==> src/design/bsdr_pkg.sv <==
// ----------------------------------------------------------------------------
// bsdr_pkg
// Shared types and fixed constants for the ball sprite dirty-rectangle redraw
// core: the position and run words, the shared unit's command and run codes.
// ----------------------------------------------------------------------------
package bsdr_pkg;

    // Rows of one display page and the fixed widths of internal row/page values.
    localparam int PAGE_ROWS = 8;
    localparam int ROW_W     = 7;   // ball row bound, at most 63 + 3
    localparam int PAGE_W    = 4;   // page index of a row bound, at most 8
    localparam int ALU_W     = 9;   // shared unit operand width
    localparam int MAX_RUNS  = 24;  // most runs one position may cause
    localparam int CNT_W     = 5;   // run counter, 0 .. MAX_RUNS

    typedef struct packed {
        logic [6:0] ball_x;
        logic [5:0] ball_y;
    } pos_t;

    typedef struct packed {
        logic [2:0] page;
        logic [6:0] first_col;
        logic [6:0] last_col;
        logic [7:0] pattern;
        logic       last_run;
    } run_t;

    // Shared unit operations.
    typedef enum logic [1:0] {
        OP_LO  = 2'd0,  // saturating a - b, then held to lim
        OP_HI  = 2'd1,  // a + b, then held to lim
        OP_MIN = 2'd2,
        OP_MAX = 2'd3
    } alu_op_t;

    typedef struct packed {
        alu_op_t            op;
        logic [ALU_W-1:0]   a;
        logic [ALU_W-1:0]   b;
        logic [ALU_W-1:0]   lim;
    } alu_cmd_t;

    // Kind of run within one page.
    typedef enum logic [1:0] {
        K_LEFT  = 2'd0,
        K_BALL  = 2'd1,
        K_RIGHT = 2'd2
    } run_kind_t;

    // Sequencer states, one-hot.
    typedef enum logic [8:0] {
        S_IDLE   = 9'b000000001,
        S_LEFT   = 9'b000000010,
        S_RIGHT  = 9'b000000100,
        S_TOP    = 9'b000001000,
        S_BOT    = 9'b000010000,
        S_BLEFT  = 9'b000100000,
        S_BRIGHT = 9'b001000000,
        S_PFIRST = 9'b010000000,
        S_PLAST  = 9'b100000000
    } seq_state_t;

    // Emission is its own state, kept apart so the setup steps stay one-hot above.
    localparam logic EMIT_ON = 1'b1;

endpackage

==> src/design/bsdr_alu.sv <==
// ----------------------------------------------------------------------------
// bsdr_alu
// Shared add/subtract/compare unit: clamped bounds, minimum and maximum.
// ----------------------------------------------------------------------------
module bsdr_alu
    import bsdr_pkg::*;
(
    input  alu_cmd_t            cmd,
    output logic [ALU_W-1:0]    y
);

    logic [ALU_W-1:0] sum;
    logic [ALU_W-1:0] diff;

    always_comb
    begin
        sum  = cmd.a + cmd.b;
        diff = (cmd.a >= cmd.b) ? (cmd.a - cmd.b) : '0;
        unique case (cmd.op)
            OP_LO:   y = (diff > cmd.lim) ? cmd.lim : diff;
            OP_HI:   y = (sum > cmd.lim) ? cmd.lim : sum;
            OP_MIN:  y = (cmd.a < cmd.b) ? cmd.a : cmd.b;
            OP_MAX:  y = (cmd.a > cmd.b) ? cmd.a : cmd.b;
            default: y = '0;
        endcase
    end

endmodule

==> src/design/bsdr_mask.sv <==
// ----------------------------------------------------------------------------
// bsdr_mask
// Vertical bit mask of the ball on one page; zero on pages the ball misses.
// ----------------------------------------------------------------------------
module bsdr_mask
    import bsdr_pkg::*;
(
    input  logic [PAGE_W-1:0]   page,
    input  logic [ROW_W-1:0]    top_row,
    input  logic [ROW_W-1:0]    bot_row,
    output logic [7:0]          pattern
);

    logic [PAGE_W-1:0] top_pg;
    logic [PAGE_W-1:0] bot_pg;
    logic              in_span;
    logic [2:0]        lo;
    logic [2:0]        hi;

    always_comb
    begin
        top_pg  = PAGE_W'(top_row >> 3);
        bot_pg  = PAGE_W'(bot_row >> 3);
        in_span = (page >= top_pg) && (page <= bot_pg);
        // Clip the row span to this page.
        lo = (page == top_pg) ? top_row[2:0] : 3'd0;
        hi = (page == bot_pg) ? bot_row[2:0] : 3'd7;
        for (int i = 0; i < PAGE_ROWS; i++)
        begin
            pattern[i] = in_span && (3'(i) >= lo) && (3'(i) <= hi);
        end
    end

endmodule

==> src/design/ball_sprite_dirty_rect_redraw_core.sv <==
// ----------------------------------------------------------------------------
// ball_sprite_dirty_rect_redraw_core
// Turns each new ball position into fill runs for a page-addressed display.
// ----------------------------------------------------------------------------
// Usage:
//   pos channel (pos_valid/pos_ready/pos) takes one word per ball update with
//   the new centre column and row. run channel (run_valid/run_ready/run)
//   returns the fill runs for that update: per page of the union of the old
//   and new page spans, zeros left of the ball, the ball mask, zeros right of
//   the ball; empty side runs are dropped. last_run marks the final word.
//   Flow: after a word is accepted, the setup steps (left, right, top, bottom,
//   union left, union right, first page, last page) run the clamps and the
//   union bounds through one shared add/compare unit; then one run word per
//   cycle while the receiver takes them, at most 24. A new position is not
//   taken until the final run word of the last one has been built:
//   pos_ready is high only while neither setup nor emission runs.
//   The run word sits in an output register: on stall (run_ready low) hold
//   it and the sequencer; the next word is built as soon as it is taken.
//   Reset clears the stored bounds to page 0, column 0, so the first update
//   also clears page 0 from column 0.
// ----------------------------------------------------------------------------
module ball_sprite_dirty_rect_redraw_core
    import bsdr_pkg::*;
#(
    parameter int BALL_RADIUS     = 2,
    parameter int DISPLAY_COLUMNS = 128,
    parameter int DISPLAY_PAGES   = 8
)
(
    input  logic    clk,
    input  logic    rst_n,
    input  logic    pos_valid,
    output logic    pos_ready,
    input  pos_t    pos,
    output logic    run_valid,
    input  logic    run_ready,
    output run_t    run
);

    localparam int COL_W = $clog2(DISPLAY_COLUMNS);
    localparam logic [ALU_W-1:0] RADIUS  = ALU_W'(BALL_RADIUS);
    localparam logic [ALU_W-1:0] COL_LIM = ALU_W'(DISPLAY_COLUMNS - 1);
    localparam logic [ALU_W-1:0] ROW_LIM = ALU_W'(DISPLAY_PAGES * PAGE_ROWS - 1);

    // Control state.
    seq_state_t         state_reg, state_next;
    logic               emit_reg, emit_next;
    run_kind_t          kind_reg, kind_next;
    logic [CNT_W-1:0]   cnt_reg, cnt_next;
    logic [PAGE_W-1:0]  page_reg, page_next;
    logic               run_valid_reg, run_valid_next;

    // Stored bounds of the previous ball.
    logic [COL_W-1:0]   prev_left_reg, prev_left_next;
    logic [COL_W-1:0]   prev_right_reg, prev_right_next;
    logic [PAGE_W-1:0]  prev_top_reg, prev_top_next;
    logic [PAGE_W-1:0]  prev_bot_reg, prev_bot_next;

    // Working bounds of this update.
    pos_t               pos_reg, pos_next;
    logic [COL_W-1:0]   left_reg, left_next;
    logic [COL_W-1:0]   right_reg, right_next;
    logic [ROW_W-1:0]   top_reg, top_next;
    logic [ROW_W-1:0]   bot_reg, bot_next;
    logic [COL_W-1:0]   b_left_reg, b_left_next;
    logic [COL_W-1:0]   b_right_reg, b_right_next;
    logic [PAGE_W-1:0]  pg_last_reg, pg_last_next;
    run_t               run_reg, run_next;

    alu_cmd_t           cmd;
    logic [ALU_W-1:0]   alu_y;
    logic [7:0]         pattern;
    logic               has_left;
    logic               has_right;
    logic               page_end;
    logic               final_run;
    logic               fire;
    logic [COL_W-1:0]   first_c;
    logic [COL_W-1:0]   last_c;
    logic [7:0]         pat_c;

    bsdr_alu u_alu
    (
        .cmd (cmd),
        .y   (alu_y)
    );

    bsdr_mask u_mask
    (
        .page    (page_reg),
        .top_row (top_reg),
        .bot_row (bot_reg),
        .pattern (pattern)
    );

    assign pos_ready = (state_reg == S_IDLE) && !emit_reg;
    assign run_valid = run_valid_reg;
    assign run       = run_reg;

    // Feed the shared unit according to the setup step.
    always_comb
    begin
        cmd.op  = OP_LO;
        cmd.a   = '0;
        cmd.b   = RADIUS;
        cmd.lim = COL_LIM;
        unique case (state_reg)
            S_LEFT:
            begin
                cmd.op = OP_LO;
                cmd.a  = ALU_W'(pos_reg.ball_x);
            end
            S_RIGHT:
            begin
                cmd.op = OP_HI;
                cmd.a  = ALU_W'(pos_reg.ball_x);
            end
            S_TOP:
            begin
                cmd.op  = OP_LO;
                cmd.a   = ALU_W'(pos_reg.ball_y);
                cmd.lim = ROW_LIM;
            end
            S_BOT:
            begin
                cmd.op  = OP_HI;
                cmd.a   = ALU_W'(pos_reg.ball_y);
                cmd.lim = ROW_LIM;
            end
            S_BLEFT:
            begin
                cmd.op = OP_MIN;
                cmd.a  = ALU_W'(prev_left_reg);
                cmd.b  = ALU_W'(left_reg);
            end
            S_BRIGHT:
            begin
                cmd.op = OP_MAX;
                cmd.a  = ALU_W'(prev_right_reg);
                cmd.b  = ALU_W'(right_reg);
            end
            S_PFIRST:
            begin
                cmd.op = OP_MIN;
                cmd.a  = ALU_W'(prev_top_reg);
                cmd.b  = ALU_W'(top_reg >> 3);
            end
            S_PLAST:
            begin
                cmd.op = OP_MAX;
                cmd.a  = ALU_W'(prev_bot_reg);
                cmd.b  = ALU_W'(bot_reg >> 3);
            end
            S_IDLE:
            begin
                cmd.op = OP_LO;
            end
            default:
            begin
                cmd.op = OP_LO;
            end
        endcase
    end

    // Shape the current run.
    always_comb
    begin
        has_left  = b_left_reg < left_reg;
        has_right = right_reg < b_right_reg;
        page_end  = (kind_reg == K_RIGHT) || ((kind_reg == K_BALL) && !has_right);
        final_run = (page_end && (page_reg == pg_last_reg))
                    || (cnt_reg == CNT_W'(MAX_RUNS - 1));
        fire      = emit_reg && (!run_valid_reg || run_ready);
        unique case (kind_reg)
            K_LEFT:
            begin
                first_c = b_left_reg;
                last_c  = left_reg - 1'b1;
                pat_c   = '0;
            end
            K_BALL:
            begin
                first_c = left_reg;
                last_c  = right_reg;
                pat_c   = pattern;
            end
            K_RIGHT:
            begin
                first_c = right_reg + 1'b1;
                last_c  = b_right_reg;
                pat_c   = '0;
            end
            default:
            begin
                first_c = left_reg;
                last_c  = right_reg;
                pat_c   = '0;
            end
        endcase
    end

    // Sequencer.
    always_comb
    begin
        state_next      = state_reg;
        emit_next       = emit_reg;
        kind_next       = kind_reg;
        cnt_next        = cnt_reg;
        page_next       = page_reg;
        prev_left_next  = prev_left_reg;
        prev_right_next = prev_right_reg;
        prev_top_next   = prev_top_reg;
        prev_bot_next   = prev_bot_reg;
        pos_next        = pos_reg;
        left_next       = left_reg;
        right_next      = right_reg;
        top_next        = top_reg;
        bot_next        = bot_reg;
        b_left_next     = b_left_reg;
        b_right_next    = b_right_reg;
        pg_last_next    = pg_last_reg;
        run_next        = run_reg;
        run_valid_next  = run_valid_reg && !run_ready;

        unique case (state_reg)
            S_IDLE:
            begin
                if (pos_valid && pos_ready)
                begin
                    pos_next   = pos;
                    state_next = S_LEFT;
                end
            end
            S_LEFT:
            begin
                left_next  = COL_W'(alu_y);
                state_next = S_RIGHT;
            end
            S_RIGHT:
            begin
                right_next = COL_W'(alu_y);
                state_next = S_TOP;
            end
            S_TOP:
            begin
                top_next   = ROW_W'(alu_y);
                state_next = S_BOT;
            end
            S_BOT:
            begin
                bot_next   = ROW_W'(alu_y);
                state_next = S_BLEFT;
            end
            S_BLEFT:
            begin
                b_left_next = COL_W'(alu_y);
                state_next  = S_BRIGHT;
            end
            S_BRIGHT:
            begin
                b_right_next = COL_W'(alu_y);
                state_next   = S_PFIRST;
            end
            S_PFIRST:
            begin
                page_next  = PAGE_W'(alu_y);
                state_next = S_PLAST;
            end
            S_PLAST:
            begin
                // All old bounds are consumed; commit the new ones.
                pg_last_next    = PAGE_W'(alu_y);
                prev_left_next  = left_reg;
                prev_right_next = right_reg;
                prev_top_next   = PAGE_W'(top_reg >> 3);
                prev_bot_next   = PAGE_W'(bot_reg >> 3);
                kind_next       = has_left ? K_LEFT : K_BALL;
                cnt_next        = '0;
                emit_next       = EMIT_ON;
                state_next      = S_IDLE;
            end
            default:
            begin
                state_next = S_IDLE;
            end
        endcase

        if (fire)
        begin
            run_next.page      = 3'(page_reg);
            run_next.first_col = 7'(first_c);
            run_next.last_col  = 7'(last_c);
            run_next.pattern   = pat_c;
            run_next.last_run  = final_run;
            run_valid_next     = 1'b1;
            cnt_next           = cnt_reg + 1'b1;
            priority if (final_run)
            begin
                emit_next = 1'b0;
            end
            else if (page_end)
            begin
                page_next = page_reg + 1'b1;
                kind_next = has_left ? K_LEFT : K_BALL;
            end
            else if (kind_reg == K_LEFT)
            begin
                kind_next = K_BALL;
            end
            else
            begin
                kind_next = K_RIGHT;
            end
        end
    end

    always_ff @(posedge clk or negedge rst_n)
    begin
        if (!rst_n)
        begin
            state_reg      <= S_IDLE;
            emit_reg       <= 1'b0;
            kind_reg       <= K_LEFT;
            cnt_reg        <= '0;
            page_reg       <= '0;
            run_valid_reg  <= 1'b0;
            prev_left_reg  <= '0;
            prev_right_reg <= '0;
            prev_top_reg   <= '0;
            prev_bot_reg   <= '0;
        end
        else
        begin
            state_reg      <= state_next;
            emit_reg       <= emit_next;
            kind_reg       <= kind_next;
            cnt_reg        <= cnt_next;
            page_reg       <= page_next;
            run_valid_reg  <= run_valid_next;
            prev_left_reg  <= prev_left_next;
            prev_right_reg <= prev_right_next;
            prev_top_reg   <= prev_top_next;
            prev_bot_reg   <= prev_bot_next;
        end
    end

    always_ff @(posedge clk)
    begin
        pos_reg     <= pos_next;
        left_reg    <= left_next;
        right_reg   <= right_next;
        top_reg     <= top_next;
        bot_reg     <= bot_next;
        b_left_reg  <= b_left_next;
        b_right_reg <= b_right_next;
        pg_last_reg <= pg_last_next;
        run_reg     <= run_next;
    end

`ifndef SYNTHESIS
    // Every emitted run spans at least one column.
    a_run_order: assert property (@(posedge clk) disable iff (!rst_n)
        fire |-> (first_c <= last_c))
        else $error("run with first column past last column");

    // An accepted position starts the clamp steps.
    a_start: assert property (@(posedge clk) disable iff (!rst_n)
        (pos_valid && pos_ready) |=> (state_reg == S_LEFT))
        else $error("accepted position did not start setup");

    // Emission never walks past the last page of the union.
    a_page_span: assert property (@(posedge clk) disable iff (!rst_n)
        emit_reg |-> (page_reg <= pg_last_reg))
        else $error("page counter past last page");

    // Setup and emission never overlap.
    a_no_overlap: assert property (@(posedge clk) disable iff (!rst_n)
        emit_reg |-> (state_reg == S_IDLE))
        else $error("emission during setup");

    // A final run ends emission.
    a_final_stops: assert property (@(posedge clk) disable iff (!rst_n)
        (fire && final_run) |=> !emit_reg)
        else $error("emission continued after final run");
`endif

endmodule
==> config.mk <==
export PLATFORM = sky130hd
export DESIGN_NAME = ball_sprite_dirty_rect_redraw_core
export DESIGN_NICKNAME = d
export VERILOG_FILES = /design/src/design/bsdr_pkg.sv /design/src/design/bsdr_alu.sv /design/src/design/bsdr_mask.sv /design/src/design/ball_sprite_dirty_rect_redraw_core.sv
export SDC_FILE = /design/constraint.sdc
export NUM_CORES = 1
export LEC_CHECK = 0
export ABC_AREA = 1
export BUFFER_PORTS_ARGS = -buffer_cell sky130_fd_sc_hd__clkbuf_2
export CAP_MARGIN = 0
export CORE_UTILIZATION = 55
export CTS_BUF_LIST = sky130_fd_sc_hd__clkbuf_16
export CTS_CLUSTER_DIAMETER = 100
export DETAILED_ROUTE_END_ITERATION = 8
export PLACE_DENSITY = 0.7
export SYNTH_ARGS = -nofsm -noshare
export SYNTH_HDL_FRONTEND = slang
export SYNTH_SLANG_ARGS = --single-unit
==> constraint.sdc <==
create_clock -name clk -period 5.35 [get_ports clk]
set_clock_uncertainty 0.2 [all_clocks]
set_input_delay 1.07 -clock clk [delete_from_list [all_inputs] [get_ports clk]]
set_output_delay 1.07 -clock clk [all_outputs]
set_load 0.05 [all_outputs]
## After elaboration in Yosys (flattened, before gate mapping)

Index checks and enable logic that the tools add are counted.

| storage, ports and cells | value |
|---|---|
| register bits after elaboration | 129 |
| latch bits | 0 |
| RAM bits | 0 |
| ROM bits | 0 |
| bits of input ports | 17 |
| output and inout port bits | 28 |
| memories kept | 0 |

| operators by class | value |
|---|---|
| $add $sub $neg | 6 |
| multipliers | 0 |
| divide/modulo/power cells | 0 |
| $lt $le $gt $ge | 25 |
| eq/ne operators | 19 |
| shift-type cells | 0 |
| mux-type cells | 32 |
| bitwise logic cells | 0 |
| reduce and logical (&&, ||, !) cells | 39 |

Operators by type and width:

| operator | count |
|---|---|
| $pmux W9 S8 | 1 |
| $pmux W7 S4 | 2 |
| $pmux W7 S6 | 1 |
| $mux W7 | 5 |
| $pmux W7 S2 | 2 |
| $logic_and A1 B1 Y1 | 23 |
| $lt A7 B7 Y1 | 3 |
| $mux W9 | 2 |
| $mux W4 | 4 |
| $eq A4 B4 Y1 | 3 |
| $ge A3 B3 Y1 const A | 4 |
| $le A3 B3 Y1 const A | 4 |
| $mux W2 | 5 |
| $mux W5 | 2 |
| $reduce_or A2 Y1 | 5 |
| $eq A9 B1 Y1 const B | 1 |
| $eq A9 B2 Y1 const B | 1 |
| $eq A9 B3 Y1 const B | 1 |
| $eq A9 B4 Y1 const B | 1 |
| $eq A9 B5 Y1 const B | 1 |
| $eq A9 B6 Y1 const B | 1 |
| $eq A9 B7 Y1 const B | 1 |
| $eq A9 B8 Y1 const B | 1 |
| $eq A9 B9 Y1 const B | 1 |
| 28 further kinds | 46 |

## Longest topological paths before layout

Gate-level depths: netlist (run 1).

| logic depth | value |
|---|---|
| depth after elaboration | 12 |
| mapped depth | 33 |
| depth with buffers taken out | 32 |

## Cells and area by module

Synthesis (run 1) repeated with hierarchy kept, for this count alone.

| unflattened totals | value |
|---|---|
| cell total of the unflattened synthesis | 1048 |
| area total of the unflattened synthesis | 8491.9 um^2 |

By module, submodules not included:

| module | times used | cells each | area each (um^2) | sequential area each (um^2) |
|---|---|---|---|---|
| ball_sprite_dirty_rect_redraw_core | 1 | 548 | 5825.6 | 3654.8 |
| bsdr_alu | 1 | 428 | 2269.7 | 0.0 |
| bsdr_mask | 1 | 72 | 396.6 | 0.0 |

## Worst setup path before layout (run 1)

OpenSTA, ideal clock, no wires.

| timing | value |
|---|---|
| kind | flip-flop to flip-flop |
| start | register state_reg[0] |
| end | register b_left_reg[5] (data pin) |
| setup time | 311 ps |
| arrival time | 3728 ps |
| data required time | 4839 ps |
| setup slack | 1111 ps |
| stages on the path, launching flop included | 29 |
| path buffers | 0 |
| period minus slack after synthesis | 4239 ps |
| path through | dfstp_2 nor2_4 nand2_2 inv_2 nand2_4 inv_4 nand2_1 o21ai_0 nor2_1 inv_1 ha_1 fa_1 nand3_1 nand2_1 a21oi_1 nor2_1 nor2_1 xor2_1 inv_1 ha_1 nand3_1 nor2_1 nand3_1 nor2_1 nand2_1 nand2_2 nand2_1 o21ai_0 o2111ai_1 |

| on the way | value |
|---|---|
| cells in the longest elaborated chain, start to end | 8 |

RTL lines:

| item | line | source |
|---|---|---|
| start: declaration | ball_sprite_dirty_rect_redraw_core.sv:46 | `seq_state_t state_reg, state_next;` |
| start signal: assignment | ball_sprite_dirty_rect_redraw_core.sv:334 | `state_reg <= state_next;` |
| $eq A9 B5 Y1, or another cell as far along | ball_sprite_dirty_rect_redraw_core.sv:107 | `unique case (state_reg)` |
| $reduce_or A2 Y1 (no line) | - |  |
| $pmux W7 S6 | ball_sprite_dirty_rect_redraw_core.sv:107 |  |
| $sub A7 B7 Y8 / $ge A7 B7 Y1 (equally long branches) | bsdr_alu.sv:18 | `diff = (cmd.a >= cmd.b) ? (cmd.a - cmd.b) : '0;` |
| $mux W9 | bsdr_alu.sv:18 |  |
| $gt A9 B7 Y1 | bsdr_alu.sv:20 | `OP_LO: y = (diff > cmd.lim) ? cmd.lim : diff;` |
| $mux W7 | bsdr_alu.sv:20 |  |
| $pmux W7 S4 * | bsdr_alu.sv:19 | `unique case (cmd.op)` |
| via alu_y[5] | ball_sprite_dirty_rect_redraw_core.sv:71 | `logic [ALU_W-1:0] alu_y;` |
| end signal: assignment | ball_sprite_dirty_rect_redraw_core.sv:354 | `b_left_reg <= b_left_next;` |
| end: declaration | ball_sprite_dirty_rect_redraw_core.sv:65 | `logic [COL_W-1:0] b_left_reg, b_left_next;` |

The timed path passes the listed nets; every way through them passes the cells marked *.
A chain may end at the register's enable or synchronous reset.

## Final worst setup path (run 1)

| timing | value |
|---|---|
| start | register state_reg[0] |
| end | register top_reg[0] (data pin) |

| on the way | value |
|---|---|
| cells in the longest elaborated chain, start to end | 8 |

RTL lines:

| item | line | source |
|---|---|---|
| $eq A9 B5 Y1, or another cell as far along | ball_sprite_dirty_rect_redraw_core.sv:107 |  |
| $reduce_or A2 Y1 (no line) | - |  |
| $pmux W7 S6 | ball_sprite_dirty_rect_redraw_core.sv:107 |  |
| $sub A7 B7 Y8 / $ge A7 B7 Y1 (equally long branches) | bsdr_alu.sv:18 |  |
| $mux W9 | bsdr_alu.sv:18 |  |
| $gt A9 B7 Y1 | bsdr_alu.sv:20 |  |
| $mux W7 | bsdr_alu.sv:20 |  |
| $pmux W7 S4 * | bsdr_alu.sv:19 |  |
| via alu_y[0] | ball_sprite_dirty_rect_redraw_core.sv:71 |  |
| end signal: assignment | ball_sprite_dirty_rect_redraw_core.sv:352 | `top_reg <= top_next;` |
| end: declaration | ball_sprite_dirty_rect_redraw_core.sv:63 | `logic [ROW_W-1:0] top_reg, top_next;` |

Marks and branches as above.

==> results of run 1 <==
## cells in the mapped netlist (6+ instances only)
library cell | count | area [µm²]
nand2_2 | 13 | 81.3
edfxtp_1 | 85 | 2550
ha_1 | 40 | 500
a21oi_1 | 32 | 160
nand4_1 | 16 | 100
o221ai_1 | 7 | 61.3
nor2_2 | 6 | 37.5
nand3_1 | 79 | 395
inv_2 | 8 | 30.0
nor3_1 | 6 | 30.0
a22oi_1 | 6 | 45.0
nor2_4 | 7 | 78.8
nor2_1 | 44 | 165
xor2_1 | 6 | 52.6
nand2_1 | 177 | 664
o211ai_1 | 8 | 60.1
nand2_4 | 8 | 90.1
inv_1 | 104 | 390
dfrtp_1 | 43 | 1080
o21ai_0 | 49 | 245
## report_power, final
group	internal, W	leakage [nW]	switching, W
clock network	0.000719	0.292	0.000422
logic	0.000418	2.36	0.00121
registers	0.00143	1.38	0.000120
total	0.00256	4.03	0.00175
## stage by stage
stage	util (%)	cells
3_3_place_gp	60.5	1019
3_5_place_dp	60.5	1019
2_1_floorplan	-	807
4_1_cts	65.0	1050
5_1_grt	65.2	1051
6_report	65.2	1051
## cell type report
type                            instances  area share (%)
Clock buffer                           17            5.09
Clock inverter                         14            1.78
Inverter                              118            5.37
Multi-Input combinational cell        551            38.3
Sequential cell                       129            43.7
Tap cell                              172            2.57
Timing Repair Buffer                   50            3.17
## path summary, 6_finish.rpt
kind	from	end	slack (ns)	cells past startpoint
hold reg to reg	prev_right_reg[1]	prev_right_reg[1]	0.29	2
setup reg to reg	state_reg[0]	top_reg[0]	0.48	28
setup / recovery	state_reg[0]	top_reg[0]	0.48	28
max in group asynchronous	rst_n	prev_right_reg[5]	3.60	1
min in group asynchronous	rst_n	cnt_reg[0]	0.66	1
hold / removal	prev_right_reg[1]	prev_right_reg[1]	0.29	2
## cells in the final DEF (no fill, tap or decap), types with 5 or more instances in the layout
master,count
nor2_4,7
o211ai_1,8
nor2_1,44
xor2_1,6
a22oi_1,6
o21ai_0,48
nand2_2,14
clkinv_2,7
nand2_1,176
inv_2,8
nand4_1,16
clkbuf_16,17
edfxtp_1,85
clkbuf_2,44
xnor2_1,5
o22ai_1,5
clkinv_1,5
nand3_1,77
a21oi_1,32
o221ai_1,7
dfrtp_1,43
inv_1,105
nor3_1,6
nand2_4,7
buf_4,6
nor2_2,6
ha_1,40
## routing by layer
metal / share of wire (%) / up-vias / wire, µm / GRT usage (%)
met5: 0 / - / 0 / 0
met4: 2.8 / 0 / 568 / 11.5
met3: 9.2 / 52 / 1840 / 8.66
met2: 48 / 292 / 9520 / 49.1
met1: 40 / 2891 / 8030 / 38.5
li1: - / 2884 / - / -
## worst max-delay path, delay by kind of cell, from the launching register on
kind	cells	cell delay (ns)
DFF	1	0.56
xor gates and xnor gates	1	0.16
and+or+nand+nor	17	1.78
buffers and inverters	4	0.38
AOI/OAI and AO/OA	3	0.46
adders and majority gates	3	1.02
## cells by family (layout without fill, tap and decap cells)
kind of cell | count (synthesis) | count (layout) | share of synthesized area, %
AOI/OAI and AO/OA | 132 | 132 | 10.9
and+or+nand+nor | 366 | 366 | 23.7
adders and majority gates | 42 | 42 | 7.38
buffers and inverters | 127 | 199 | 6.78
xor gates and xnor gates | 11 | 11 | 1.32
DFF | 129 | 129 | 49.9
## what timing repair did
action | in CTS | in global routing
buffers inserted | 0 | 1
gates resized for setup | 0 | 6
endpoints found under the setup margin | 0 | 49
==> flow_metrics.py, run 1 <==
metrics = {
    "route": {
        "wl_um": 20000,
        "initialDrtViolationCount": 678,
        "drc": 0,
        "num_vias": 6119,
        "wl_per_cell_um": 19.0,
        "first_pass_iters": 6,
        "ant_nets": 0,
        "via_per_inst": 5.82,
    },
    "synthesis": {
        "ys_types": 53,
        "yosysWarnings": 0,
        "async_flop_share_pct": 34.1,
        "synth_cells": 807,
        "syn_nets": 866,
        "synth_top_flop_cell": "edfxtp_1",
        "synth_edf_count": 85,
        "ys_seq_elements": 129,
        "synth-seq-area-share_pct": 49.9,
        "postSynthAreaPerCell_um2": 9.08,
        "syn_area_mm2": 0.00733,
    },
    "global_route": {
        "antenna_found_initial": 0,
        "grt_max_degree": 45,
        "grt_pass1_wl_um": 31500,
        "grt_overflow_total": 0,
        "grt_use_total_pct": 30.4,
        "grt_pass1_vias": 5886,
    },
    "final_layout": {
        "multi_input_area_mm2": 0.00321,
        "final_nets": 926,
        "seqCellArea_mm2": 0.00365,
        "largest_reg_flops": 26,
        "n_antenna_cell": 0,
        "design_area_mm2": 0.00837,
        "final.fill_count": 1031,
        "drive_gt1_share_pct": 15.8,
        "area_growth_pct": 14.2,
    },
    "clock_tree": {
        "clockRootBuffer": "clkbuf_16",
        "clock_path_buffers": 2,
        "hold_buffers": 0,
        "clk_pin_slew_worst_paths_ns": 0.06,
        "clkSinkCount": 129,
        "cts_buffers": 17,
        "cts_max_level": 4,
        "clk_latency_ns": 0.43,
        "cts_tree": "built",
    },
    "sta": {
        "worstMarginPinSlew_ns": 1.27,
        "hold_viol": 0,
        "maxSlewHeadroom_pct": 15.3,
        "max_freq_ghz": 0.205,
        "fin_setup_tns_ns": 0,
        "worst_slack_ns": 0.479,
        "min_period_ns": 4.87,
        "rsz0062_at_grt": "true",
        "final-setup-viol-count": 0,
        "fin_crit_sh_pct": 91.0,
        "whs_ns": 0.293,
        "slew_violations": 0,
    },
    "die": {
        "die_h_um": 117,
        "dieArea_mm2": 0.0138,
        "row_count": 41,
        "ios": 45,
        "die_x_um": 117,
        "coreArea_mm2": 0.0128,
        "start_util_pct": 57.1,
    },
    "worst_setup_path": {
        "cp-start-kind": "register",
        "cp_common_cell": "nor2_1",
        "slowest_stage": "dfstp_2",
        "worstPathRequired_ns": 5.27,
        "crit_type": "reg2reg",
        "critPathMaxStageDelay_ns": 0.56,
        "path_max_fanout": 21,
        "worstSetupEndpointType": "register",
        "critPathArrivalTime_ns": 4.79,
    },
    "power_and_ir_drop": {
        "p_per_area_mw_per_mm2": 515,
        "p_total_w": 0.00431,
        "p_leak_nw": 4.03,
        "peakVddDrop_mv": 0.376,
    },
    "place": {
        "pre_cts_slack_ns": 0.443,
        "dp_hpwl_um": 15200,
        "portBuffers": 44,
        "place_area_mm2": 0.00776,
        "gp_congestion": 0.958,
    },
    "hold_path": {
        "hold_path_class": "reg2reg",
    },
    "outcome": {
        "status": "finished clean",
    },
    "run": {
        "maxCapViolations": 0,
    },
}
No activity file was read; power rests on OpenSTA's default activity.
==> inputs of run 2 (changes only) <==
Settings changed: SYNTH_HIERARCHICAL set to 1.
==> run 2 against run 1 <==
- count of clock-buffer cells in the layout up 2
- sequential cell count unchanged
- area after synthesis up 14%
- via count up 12%
- final area up 14%
- total power down 1.9%
- sequential power down 6%
- wire length up 2.0%
- die area up 14%
- core utilization about the same
==> flow_metrics.py, run 2 <==
metrics = {
    "route": {
        "via_per_inst": 5.31,
        "initialDrtViolationCount": 533,
        "wl_um": 20400,
        "drc": 0,
        "first_pass_iters": 7,
        "ant_nets": 0,
        "wl_per_cell_um": 15.7,
        "num_vias": 6870,
    },
    "global_route": {
        "grt_pass1_vias": 6644,
        "grt_overflow_total": 0,
        "grt_pass1_wl_um": 32900,
        "grt_max_degree": 45,
        "antenna_found_initial": 0,
        "grt_use_total_pct": 27.3,
    },
    "power_and_ir_drop": {
        "clkPwrFrac_pct": 27.2,
        "p_total_w": 0.00423,
        "p_int_w": 0.00251,
        "power_frac_seq_pct": 34.5,
        "power.switching_w": 0.00172,
        "netSwitchingFraction_pct": 40.7,
        "combinationalPowerShare_pct": 38.2,
        "peakVddDrop_mv": 0.264,
        "p_per_area_mw_per_mm2": 443,
        "p_leak_nw": 4.85,
    },
    "outcome": {
        "status": "finished clean",
    },
    "clock_tree": {
        "clockRootBuffer": "clkbuf_16",
        "cts_buffers": 17,
        "clkSinkCount": 129,
        "cts_max_level": 4,
        "cts_tree": "built",
        "clock_path_buffers": 2,
        "clk_pin_slew_worst_paths_ns": 0.06,
        "clk_latency_ns": 0.42,
    },
    "sta": {
        "whs_ns": 0.292,
        "fin_setup_tns_ns": 0,
        "maxSlewHeadroom_pct": 22.5,
        "hold_viol": 0,
        "max_freq_ghz": 0.203,
        "min_period_ns": 4.92,
        "worstMarginPinSlew_ns": 1.16,
        "fin_crit_sh_pct": 92.0,
        "final-setup-viol-count": 0,
        "worst_slack_ns": 0.431,
        "rsz0062_at_grt": "false",
        "slew_violations": 0,
    },
    "synthesis": {
        "syn_area_mm2": 0.00834,
        "postSynthAreaPerCell_um2": 8.24,
        "synth_cells": 1012,
        "yosysWarnings": 6,
    },
    "worst_setup_path": {
        "ff2ff_path_depth": 31,
        "cp-start-kind": "register",
        "critPathArrivalTime_ns": 5.02,
        "slowest_stage": "ha_1",
        "crit_type": "reg2reg",
        "path_max_fanout": 43,
        "cp_common_cell": "nand2_1",
        "worstSetupEndpointType": "register",
        "critPathMaxStageDelay_ns": 0.42,
        "worstPathRequired_ns": 5.45,
    },
    "final_layout": {
        "final_nets": 1174,
        "area_growth_pct": 14.5,
        "final_common_cell": "nand2_1",
        "n_antenna_cell": 0,
        "drive_gt1_share_pct": 15.1,
        "final.fill_count": 1212,
        "largest_reg_flops": 26,
        "most-common-layout-cells": "nand2_1 (257), inv_1 (171), edfxtp_1 (85)",
    },
    "place": {
        "pre_cts_slack_ns": 0.187,
        "dp_hpwl_um": 15800,
        "portBuffers": 44,
        "gp_congestion": 0.910,
    },
    "die": {
        "die_h_um": 125,
        "ios": 45,
        "start_util_pct": 56.9,
        "row_count": 44,
        "dieArea_mm2": 0.0157,
        "coreArea_mm2": 0.0146,
        "die_x_um": 125,
    },
    "hold_path": {
        "min_path_cells": 2,
        "hold_path_class": "reg2reg",
    },
    "run": {
        "maxCapViolations": 0,
    },
}
==> run 2: path summary, 6_finish.rpt <==
check | startpoint | end | slack, ns
setup / recovery | state_reg[2] | page_reg[0] | 0.43
hold / removal | prev_bot_reg[3] | prev_bot_reg[3] | 0.29
setup reg to reg | state_reg[2] | page_reg[0] | 0.43
hold reg to reg | prev_bot_reg[3] | prev_bot_reg[3] | 0.29
max in group asynchronous | rst_n | page_reg[2] | 4.02
min in group asynchronous | rst_n | state_reg[3] | 0.53
==> run 2: stage by stage <==
| step | instances | cell area [µm²] | util [%] |
|---|---|---|---|
| CTS | 1291 | 9490 | 64.8 |
| finish | 1293 | 9550 | 65.2 |
| global route | 1293 | 9550 | 65.2 |
| floorplan | 1027 | 8390 | - |
| global placement | 1259 | 8890 | 60.7 |
| detailed placement | 1259 | 8890 | 60.7 |
==> run 2: worst max-delay path: cells and delay by family (launching register included) <==
kind                       cells  cell delay, ns
adders and majority gates      2            0.68
buffers and inverters          6            0.69
AOI/OAI and AO/OA              3            0.41
DFF                            1            0.40
and+or+nand+nor               20            2.39
==> run 2: area by class of cell <==
type	count	area (µm²)	area share, %
inverter	183	691	7.23
tap	184	230	2.41
timing repair buffer	67	405	4.25
sequential	129	3650	38.3
clock inverter	13	119	1.24
clock buffer	19	475	4.98
multi-input combinational	698	3970	41.6
==> run 2: repair_timing <==
item                                    CTS  global route
setup buffers                             0             2
gates resized for setup                   0             9
endpoints found under the setup margin    0            50
hold buffers                              0             0
==> run 2: power by group through the flow <==
stage / registers [W] / clock network (W) / logic, W
after floorplan: 0.00177 / 0 / 0.000884
after global routing: 0.00148 / 0.00121 / 0.00178
after global placement: 0.00148 / 0 / 0.00155
final: 0.00146 / 0.00115 / 0.00162
after CTS: 0.00146 / 0.00116 / 0.00158
after detailed placement: 0.00148 / 0 / 0.00157
==> run 2: layer usage <==
metal	part of all wire, %	GRT usage, %	vias to the layer above
met5	0	0	-
met4	3.8	13.0	0
met3	4.3	4.66	45
met2	48	47.0	203
met1	43	33.4	3165
li1	-	-	3457
